### config.mk
export PLATFORM = sky130hd
export DESIGN_NAME = escape_sequence_decoder_top
export DESIGN_NICKNAME = d
export VERILOG_FILES = /design/src/rtl/core/esd_pkg.sv /design/src/rtl/core/esd_front.sv /design/src/rtl/core/esd_queue.sv /design/src/rtl/core/esd_back.sv /design/src/rtl/core/escape_sequence_decoder_top.sv
export SDC_FILE = /design/constraint.sdc
export NUM_CORES = 1
export LEC_CHECK = 0
export BUFFER_PORTS_ARGS = -buffer_cell sky130_fd_sc_hd__buf_2
export CAP_MARGIN = 25
export CORE_MARGIN = 5
export CORE_UTILIZATION = 62
export CTS_BUF_LIST = sky130_fd_sc_hd__clkbuf_16
export CTS_CLUSTER_SIZE = 40
export DETAILED_ROUTE_END_ITERATION = 12
export PLACE_DENSITY = 0.84
export SYNTH_ARGS = -nofsm -noshare
export SYNTH_HDL_FRONTEND = slang
export SYNTH_SLANG_ARGS = --single-unit
export TNS_END_PERCENT = 100
### constraint.sdc
create_clock -name clk -period 21.1 [get_ports clk]
set_input_delay 1.055 -clock clk [delete_from_list [all_inputs] [get_ports clk]]
set_output_delay 1.055 -clock clk [all_outputs]
set_load 0.01 [all_outputs]
### src/rtl/core/esd_pkg.sv
package esd_pkg;

    localparam int CntW   = 13;
    localparam int QDepth = 4;
    localparam int QPtrW  = $clog2(QDepth);

    localparam logic [7:0] ChBslash = 8'h5C;
    localparam logic [7:0] ChN      = 8'h6E;
    localparam logic [7:0] ChR      = 8'h72;
    localparam logic [7:0] ChT      = 8'h74;
    localparam logic [7:0] ChE      = 8'h65;
    localparam logic [7:0] ChX      = 8'h78;
    localparam logic [7:0] ChNul    = 8'h00;
    localparam logic [7:0] CodeLf   = 8'h0A;
    localparam logic [7:0] CodeCr   = 8'h0D;
    localparam logic [7:0] CodeTab  = 8'h09;
    localparam logic [7:0] CodeEsc  = 8'h1B;

    typedef enum logic [2:0] {
        MODE_LIT  = 3'd0,
        MODE_ESC  = 3'd1,
        MODE_HEX0 = 3'd2,
        MODE_HEX1 = 3'd3,
        MODE_OCT1 = 3'd4,
        MODE_OCT2 = 3'd5
    } mode_t;

    typedef struct packed {
        logic [7:0]      data;
        logic            valid;
        logic            last;
        logic [CntW-1:0] count;
    } result_t;

    typedef struct packed {
        logic    two;
        result_t res0;
        result_t res1;
    } cmd_t;

    function automatic logic is_oct(input logic [7:0] c);
        return (c >= 8'h30) && (c <= 8'h37);
    endfunction

    function automatic logic is_hex(input logic [7:0] c);
        return ((c >= 8'h30) && (c <= 8'h39)) || ((c >= 8'h61) && (c <= 8'h66))
            || ((c >= 8'h41) && (c <= 8'h46));
    endfunction

    function automatic logic [3:0] hex_val(input logic [7:0] c);
        logic [7:0] v;
        begin
            if (c <= 8'h39)
            begin
                v = c - 8'h30;
            end
            else if (c >= 8'h61)
            begin
                v = c - 8'h61 + 8'd10;
            end
            else
            begin
                v = c - 8'h41 + 8'd10;
            end
            return v[3:0];
        end
    endfunction

endpackage

### src/rtl/core/esd_front.sv
module esd_front
    import esd_pkg::*;
#(
    parameter int MAX_BYTES = 4096
)
(
    input  logic            clk,
    input  logic            rst_n,
    input  logic            accept,
    input  logic [7:0]      in_byte,
    input  logic            in_last,
    input  logic [CntW-1:0] max_len,
    output logic            push,
    output cmd_t            cmd
);

    localparam int CapInt = (MAX_BYTES > (2**CntW - 1)) ? (2**CntW - 1) : MAX_BYTES;
    localparam logic [CntW-1:0] Cap = CntW'(CapInt);

    mode_t           mode_reg, mode_next, mode_dec;
    logic [8:0]      pv_reg, pv_next, pv_dec;
    logic [CntW-1:0] cnt_reg, cnt_next;
    logic [CntW-1:0] lim, c0, c1;
    logic            is_end, lit_emit, flush;
    logic            a_v, b_v, s0_v, s1_v, e0, e1;
    logic [7:0]      a_d, s0_d, s1_d;
    mode_t           lit_mode;

    assign is_end   = (in_byte == ChNul) || in_last;
    assign lit_emit = (in_byte != ChBslash);
    assign lit_mode = (in_byte == ChBslash) ? MODE_ESC : MODE_LIT;
    assign lim      = (max_len < Cap) ? max_len : Cap;

    // next state of the mode machine
    always_comb
    begin
        mode_dec = mode_reg;
        if (in_byte != ChNul)
        begin
            unique case (mode_reg)
                MODE_ESC:
                begin
                    if (in_byte == ChX)
                        mode_dec = MODE_HEX0;
                    else if (is_oct(in_byte))
                        mode_dec = MODE_OCT1;
                    else
                        mode_dec = MODE_LIT;
                end
                MODE_HEX0: mode_dec = is_hex(in_byte) ? MODE_HEX1 : lit_mode;
                MODE_HEX1: mode_dec = is_hex(in_byte) ? MODE_LIT : lit_mode;
                MODE_OCT1: mode_dec = is_oct(in_byte) ? MODE_OCT2 : lit_mode;
                MODE_OCT2: mode_dec = is_oct(in_byte) ? MODE_LIT : lit_mode;
                default:   mode_dec = lit_mode;
            endcase
        end
    end

    // bytes produced by the mode machine
    always_comb
    begin
        a_v    = 1'b0;
        a_d    = in_byte;
        b_v    = 1'b0;
        pv_dec = pv_reg;
        if (in_byte != ChNul)
        begin
            unique case (mode_reg)
                MODE_ESC:
                begin
                    unique case (in_byte)
                        ChN:
                        begin
                            a_v = 1'b1;
                            a_d = CodeLf;
                        end
                        ChR:
                        begin
                            a_v = 1'b1;
                            a_d = CodeCr;
                        end
                        ChT:
                        begin
                            a_v = 1'b1;
                            a_d = CodeTab;
                        end
                        ChE:
                        begin
                            a_v = 1'b1;
                            a_d = CodeEsc;
                        end
                        ChX: a_v = 1'b0;
                        default:
                        begin
                            if (is_oct(in_byte))
                                pv_dec = {6'd0, in_byte[2:0]};
                            else
                                a_v = 1'b1;
                        end
                    endcase
                end
                MODE_HEX0:
                begin
                    if (is_hex(in_byte))
                        pv_dec = {5'd0, hex_val(in_byte)};
                    else
                        a_v = lit_emit;
                end
                MODE_HEX1:
                begin
                    a_v = 1'b1;
                    if (is_hex(in_byte))
                    begin
                        a_d = {pv_reg[3:0], hex_val(in_byte)};
                    end
                    else
                    begin
                        a_d = pv_reg[7:0];
                        b_v = lit_emit;
                    end
                end
                MODE_OCT1, MODE_OCT2:
                begin
                    if (is_oct(in_byte))
                    begin
                        pv_dec = {pv_reg[5:0], in_byte[2:0]};
                        a_v    = (mode_reg == MODE_OCT2);
                        a_d    = pv_dec[7:0];
                    end
                    else
                    begin
                        a_v = 1'b1;
                        a_d = pv_reg[7:0];
                        b_v = lit_emit;
                    end
                end
                default: a_v = lit_emit;
            endcase
        end
    end

    assign flush = is_end && ((mode_dec == MODE_HEX1) || (mode_dec == MODE_OCT1)
                              || (mode_dec == MODE_OCT2));

    // pending value fills the first free slot at end of string
    always_comb
    begin
        s0_v = a_v || flush;
        s0_d = a_v ? a_d : pv_dec[7:0];
        s1_v = a_v && (b_v || flush);
        s1_d = b_v ? in_byte : pv_dec[7:0];
    end

    assign e0 = s0_v && (cnt_reg < lim);
    assign c0 = cnt_reg + CntW'(e0);
    assign e1 = s1_v && (c0 < lim);
    assign c1 = c0 + CntW'(e1);

    always_comb
    begin
        cmd.two         = e1;
        cmd.res0.data   = e0 ? s0_d : 8'd0;
        cmd.res0.valid  = e0;
        cmd.res0.last   = is_end && !e1;
        cmd.res0.count  = c0;
        cmd.res1.data   = s1_d;
        cmd.res1.valid  = 1'b1;
        cmd.res1.last   = is_end;
        cmd.res1.count  = c1;
    end

    assign push = accept && (e0 || is_end);

    always_comb
    begin
        mode_next = mode_reg;
        pv_next   = pv_reg;
        cnt_next  = cnt_reg;
        if (accept)
        begin
            mode_next = is_end ? MODE_LIT : mode_dec;
            pv_next   = is_end ? 9'd0 : pv_dec;
            cnt_next  = is_end ? '0 : c1;
        end
    end

    always_ff @(posedge clk or negedge rst_n)
    begin
        if (!rst_n)
        begin
            mode_reg <= MODE_LIT;
            pv_reg   <= 9'd0;
            cnt_reg  <= '0;
        end
        else
        begin
            mode_reg <= mode_next;
            pv_reg   <= pv_next;
            cnt_reg  <= cnt_next;
        end
    end

endmodule

### src/rtl/core/esd_queue.sv
module esd_queue
    import esd_pkg::*;
(
    input  logic clk,
    input  logic rst_n,
    input  logic push,
    input  cmd_t push_cmd,
    output logic full,
    input  logic pop,
    output cmd_t head_cmd,
    output logic empty
);

    cmd_t             mem_reg [QDepth];
    logic [QPtrW-1:0] wr_reg, wr_next, rd_reg, rd_next;
    logic [QPtrW:0]   fill_reg, fill_next;

    assign full     = (fill_reg == (QPtrW+1)'(QDepth));
    assign empty    = (fill_reg == '0);
    assign head_cmd = mem_reg[rd_reg];

    always_comb
    begin
        wr_next   = push ? wr_reg + 1'b1 : wr_reg;
        rd_next   = pop ? rd_reg + 1'b1 : rd_reg;
        fill_next = fill_reg + (QPtrW+1)'(push) - (QPtrW+1)'(pop);
    end

    always_ff @(posedge clk)
    begin
        if (push)
        begin
            mem_reg[wr_reg] <= push_cmd;
        end
    end

    always_ff @(posedge clk or negedge rst_n)
    begin
        if (!rst_n)
        begin
            wr_reg   <= '0;
            rd_reg   <= '0;
            fill_reg <= '0;
        end
        else
        begin
            wr_reg   <= wr_next;
            rd_reg   <= rd_next;
            fill_reg <= fill_next;
        end
    end

endmodule

### src/rtl/core/esd_back.sv
module esd_back
    import esd_pkg::*;
(
    input  logic    clk,
    input  logic    rst_n,
    input  cmd_t    head_cmd,
    input  logic    empty,
    output logic    pop,
    output logic    out_valid,
    input  logic    out_ready,
    output result_t out_res
);

    logic    sel_reg, sel_next;
    logic    ov_reg, ov_next;
    logic    load;
    result_t res_reg, res_next;

    assign load = !ov_reg || out_ready;
    assign pop  = load && !empty && (sel_reg || !head_cmd.two);

    always_comb
    begin
        ov_next  = ov_reg;
        sel_next = sel_reg;
        res_next = res_reg;
        if (load)
        begin
            ov_next = !empty;
            if (!empty)
            begin
                res_next = sel_reg ? head_cmd.res1 : head_cmd.res0;
                sel_next = !sel_reg && head_cmd.two;
            end
        end
    end

    always_ff @(posedge clk)
    begin
        res_reg <= res_next;
    end

    always_ff @(posedge clk or negedge rst_n)
    begin
        if (!rst_n)
        begin
            ov_reg  <= 1'b0;
            sel_reg <= 1'b0;
        end
        else
        begin
            ov_reg  <= ov_next;
            sel_reg <= sel_next;
        end
    end

    assign out_valid = ov_reg;
    assign out_res   = res_reg;

endmodule

### src/rtl/core/escape_sequence_decoder_top.sv
// Decodes a C-style escaped string, one character per transfer, into raw bytes.
// The front end takes one character every cycle while its four-entry command
// queue has room. A character yields no, one or two result transfers. The
// output stage sends one result per cycle while m_axis_tready is high, so a
// character that flushes a pending hex or octal value and is itself emitted
// needs two transfers, each registered at the output stage. tuser low marks a
// bare end-of-string marker; tlast flags the final result of each string.
// A write on cfg_we sets the output byte limit per string, capped at MAX_BYTES.
module escape_sequence_decoder_top
    import esd_pkg::*;
#(
    parameter int MAX_BYTES = 4096
)
(
    input  logic            clk,
    input  logic            rst_n,
    input  logic            cfg_we,
    input  logic [CntW-1:0] cfg_wdata,
    input  logic            s_axis_tvalid,
    output logic            s_axis_tready,
    input  logic [7:0]      s_axis_tdata,   // in_byte
    input  logic            s_axis_tlast,
    output logic            m_axis_tvalid,
    input  logic            m_axis_tready,
    output logic [23:0]     m_axis_tdata,   // out_byte, out_count, zero pad
    output logic            m_axis_tuser,   // out_valid
    output logic            m_axis_tlast
);

    logic [CntW-1:0] max_len_reg;
    logic            accept, push, full, pop, empty;
    cmd_t            push_cmd, head_cmd;
    result_t         out_res;

    always_ff @(posedge clk or negedge rst_n)
    begin
        if (!rst_n)
        begin
            max_len_reg <= CntW'(4096);
        end
        else if (cfg_we)
        begin
            max_len_reg <= cfg_wdata;
        end
    end

    assign s_axis_tready = !full;
    assign accept        = s_axis_tvalid && s_axis_tready;

    esd_front #(
        .MAX_BYTES (MAX_BYTES)
    ) u_front (
        .clk     (clk),
        .rst_n   (rst_n),
        .accept  (accept),
        .in_byte (s_axis_tdata),
        .in_last (s_axis_tlast),
        .max_len (max_len_reg),
        .push    (push),
        .cmd     (push_cmd)
    );

    esd_queue u_queue (
        .clk      (clk),
        .rst_n    (rst_n),
        .push     (push),
        .push_cmd (push_cmd),
        .full     (full),
        .pop      (pop),
        .head_cmd (head_cmd),
        .empty    (empty)
    );

    esd_back u_back (
        .clk       (clk),
        .rst_n     (rst_n),
        .head_cmd  (head_cmd),
        .empty     (empty),
        .pop       (pop),
        .out_valid (m_axis_tvalid),
        .out_ready (m_axis_tready),
        .out_res   (out_res)
    );

    assign m_axis_tdata = {3'd0, out_res.count, out_res.data};
    assign m_axis_tuser = out_res.valid;
    assign m_axis_tlast = out_res.last;

    a_no_push_when_full: assert property (@(posedge clk) disable iff (!rst_n)
        push |-> !full)
        else $error("command pushed into full queue");

    a_marker_is_last: assert property (@(posedge clk) disable iff (!rst_n)
        m_axis_tvalid && !m_axis_tuser |-> m_axis_tlast)
        else $error("bare end marker without tlast");

    a_byte_counted: assert property (@(posedge clk) disable iff (!rst_n)
        m_axis_tvalid && m_axis_tuser |-> out_res.count != '0)
        else $error("decoded byte with zero count");

endmodule

==> summary.md <==
| Metric | Value |
|---|---|
| Crit-path most repeated cell | ha_1 |
| Slowest stage delay, CP | 600 ps |
| Sequential share of the synthesized area | 62.1% |
| Initial Util | 63.3% |
| Worst path arrival time | 8230 ps |
| Iteration-0 DRC Markers | 758 |
| Num Clock Sinks | 253 |
| Post-detail-place hpwl | 17.3 mm |
| Later-pin clock latency in the skew report | 520 ps |
| Slew Viols, Final | 0 |
| CP Data Required Time | 21,510 ps |
| Tot GR Track Use | 24.9% |
| RSZ-0062 raised after global routing | no |
| Final #Nets | 959 |
| Synth-to-Final Area Change | 11.3% |
| CTS H-Tree Depth | 1 |
| Hold_buf cts | 0 |
| WHS | 506 ps |
| Die span in y | 148 um |
| Hold Fails Final Rpt | 0 |
| Setup repair bufs after CTS | 0 |
| Hold depth | 1 |
| CP max stage cell | xnor2_1 |
| Via/cell ratio | 6.50 |
| Die Span X | 148 um |
| Final worst path period share | 37.1% |
| Crit. Startpoint | s_axis_tdata[0] |
| Drt pass-1 iters | 5 |
| Setup_tns | 0 ps |
| Filler instances | 1,202 |
| Clock root cell | clkbuf_16 |
| Hold EP | max_len_reg[3] |
| Kind of critical path | primary input to flip-flop |
| WL/cell | 23.3 um |
| Setup slack, reg-to-reg | 13,460 ps |
| Reg clk slew, reported paths | 60 ps |
| Crit path max fanout | 10 |
| Largest net degree at the start of global routing | 48 |
| CTS tree | done |
| CP Launch Type | primary input |
| Post-Syn Area | 11,900 um2 |
| WL final | 26.7 mm |
| Fmax | 128 MHz |
| # DRC | 0 |
| Final Wtd Congestion | 0.943 |
| Vias | 7,454 |
| FF-to-FF Start | max_len_reg[12] |
| Mean Syn Cell Area | 14.1 um2 |
| Worst reg2reg path endpoint | u_front.cnt_reg[12] |
| Number of synthesized flops with an enable pin | 207 |
| YS warnings | 0 |
| Worst hold path class | flip-flop to flip-flop |
| Final min period | 7820 ps |
| Element type at the critical path end | flip-flop |
| Pwr Total | 1.61 mW |
| Diode count | 0 |
| Synth unique cells | 74 |
| Max_slew headroom | 30.4% |
| Max reg flops | 184 |
| CTS Buf Count | 26 |
| Maximum clock insertion buffer count | 3 |
| Multi-input gate area | 4220 um2 |
| Core area | 18,800 um2 |
| CTS resizes | 0 |
| Post-Syn Instances | 844 |
| Worst Tran Pin Value | 1040 ps |
| GRT overflow | 0 |
| Crit-path leading delay family | simple AND/OR/NAND/NOR gates |
| IO Count | 55 |
| Die area | 22,000 um2 |
| Leak | 4.96 nW |
| Number of port buffers | 51 |
| Antenna Violating Nets Remaining | 0 |
| CP Buf/Inv Count | 5 |
| Status | finished clean |
| Initial antenna violation count | 0 |
| Commonest register cell after synthesis | edfxtp_1 |
| FFs w/ async S/R, synth | 18.2% |
| Max capacitance violation total | 0 |
| Post-synthesis sequential element count | 253 |
| R2R cell count | 31 |
| Sequential cell area | 7370 um2 |
| Vias in the first global route | 7,480 |
| Final setup fails | 0 |
| Worst Clk Skew | 15.0 ps |
| Fraction of layout cells with a size suffix above 1 | 20.6% |
| Critical hold path startpoint | max_len_reg[3] |
| Peak supply drop | 0.0709 mV |
| Power Dens Cells | 122 nW/um2 |
| Rows | 50 |
| Wire length of the first global-routing pass | 42.6 mm |
where the power goes:
group	switching [mW]	total, mW	internal (mW)
sequential	0.0367	0.723	0.686
clock	0.187	0.444	0.257
combinational	0.262	0.443	0.181
how the worst max path moves through the flow:
stage	endpoint	slack, ps	depth (start not counted)
2_1_floorplan	u_front.cnt_reg[12]	13490	31
3_3_place_gp	u_front.cnt_reg[12]	13260	32
3_5_place_dp	u_front.cnt_reg[12]	12850	32
4_1_cts	u_front.cnt_reg[12]	13400	32
5_1_grt	u_front.cnt_reg[12]	12720	32
6_report	u_front.cnt_reg[12]	13280	32
synthesized netlist by cell type (8+ instances only):
| library cell | number | area (um2) |
|---|---|---|
| inv_1 | 29 | 109 |
| o21ai_0 | 27 | 135 |
| edfxtp_1 | 207 | 6220 |
| xnor2_1 | 17 | 149 |
| buf_2 | 9 | 45.0 |
| nand3_1 | 11 | 55.1 |
| mux4_2 | 46 | 1040 |
| a22o_1 | 10 | 87.6 |
| mux2i_1 | 12 | 120 |
| a21o_1 | 11 | 82.6 |
| nand2_1 | 122 | 458 |
| dfrtp_1 | 45 | 1130 |
| o22ai_1 | 9 | 56.3 |
| a21oi_1 | 20 | 100 |
| xor2_1 | 9 | 78.8 |
| mux2_2 | 17 | 191 |
| nor2_1 | 40 | 150 |
| clkbuf_1 | 25 | 93.8 |
| ha_1 | 38 | 475 |
| nor3_1 | 8 | 40.0 |
cells in the final DEF, fill, tap and decap left out, types with 6 or more instances in the layout:
cell and instances:
mux4_2 46, dfrtp_1 43, nor2_1 36, ha_1 38, buf_4 13, o22ai_1 9
a21oi_1 20, xor2_1 9, xnor2_1 17, o21ai_0 27, a211oi_1 6, nand2_1 122
nand4_1 7, a31oi_1 7, inv_1 31, a21o_1 11, edfxtp_1 207, nand3_1 11
mux2i_1 12, nor3_1 8, buf_2 51, mux2_2 17, a22o_1 10, clkinv_1 10
clkbuf_16 27
logic make-up (layout without fill, tap and decap cells):
family                   Yosys count  count (layout)  share of synthesized area, %
flip-flops                       253             253                          62.1
buffers and inverters             75             142                          2.69
AO/OA/AOI/OAI                    139             139                          8.35
multiplexers                      75              75                          11.3
XOR/XNOR                          26              26                          1.92
adder cells (fa/ha/maj)           39              39                          4.17
other                              1               3                        0.0316
AND/OR/NAND/NOR                  236             236                          9.44
layout make-up:
| cell class | instances | share of cell area (%) |
|---|---|---|
| tap | 234 | 2.22 |
| multi-input combinational | 518 | 32.0 |
| sequential | 253 | 55.8 |
| inverter | 29 | 0.824 |
| clock inverter | 21 | 1.22 |
| clock buffer | 27 | 5.11 |
| timing repair buffer | 65 | 2.88 |
metal layers:
layer / GRT usage [%] / share of wire (%) / wire, um / vias to the layer above
met2: 38.3 / 46 / 12300 / 406
met3: 4.27 / 9.7 / 2580 / 48
li1: - / - / - / 3337
met4: 6.88 / 2.5 / 663 / 0
met1: 37.3 / 42 / 11100 / 3663
met5: 0 / 0 / 0 / -
metrics by stage:
step                      worst slack (ps)  area, um2  std cells  utilization (%)
final                                13280      13200       1147             70.4
after global routing                 12720      13200       1147             70.4
after CTS                            13400      13200       1146             70.3
after detailed placement             12850      12300       1098             65.8
after global placement               13260      12300       1098             65.8
after floorplan                      13490      11900        846                -
Power figures use the tool's default switching activity.
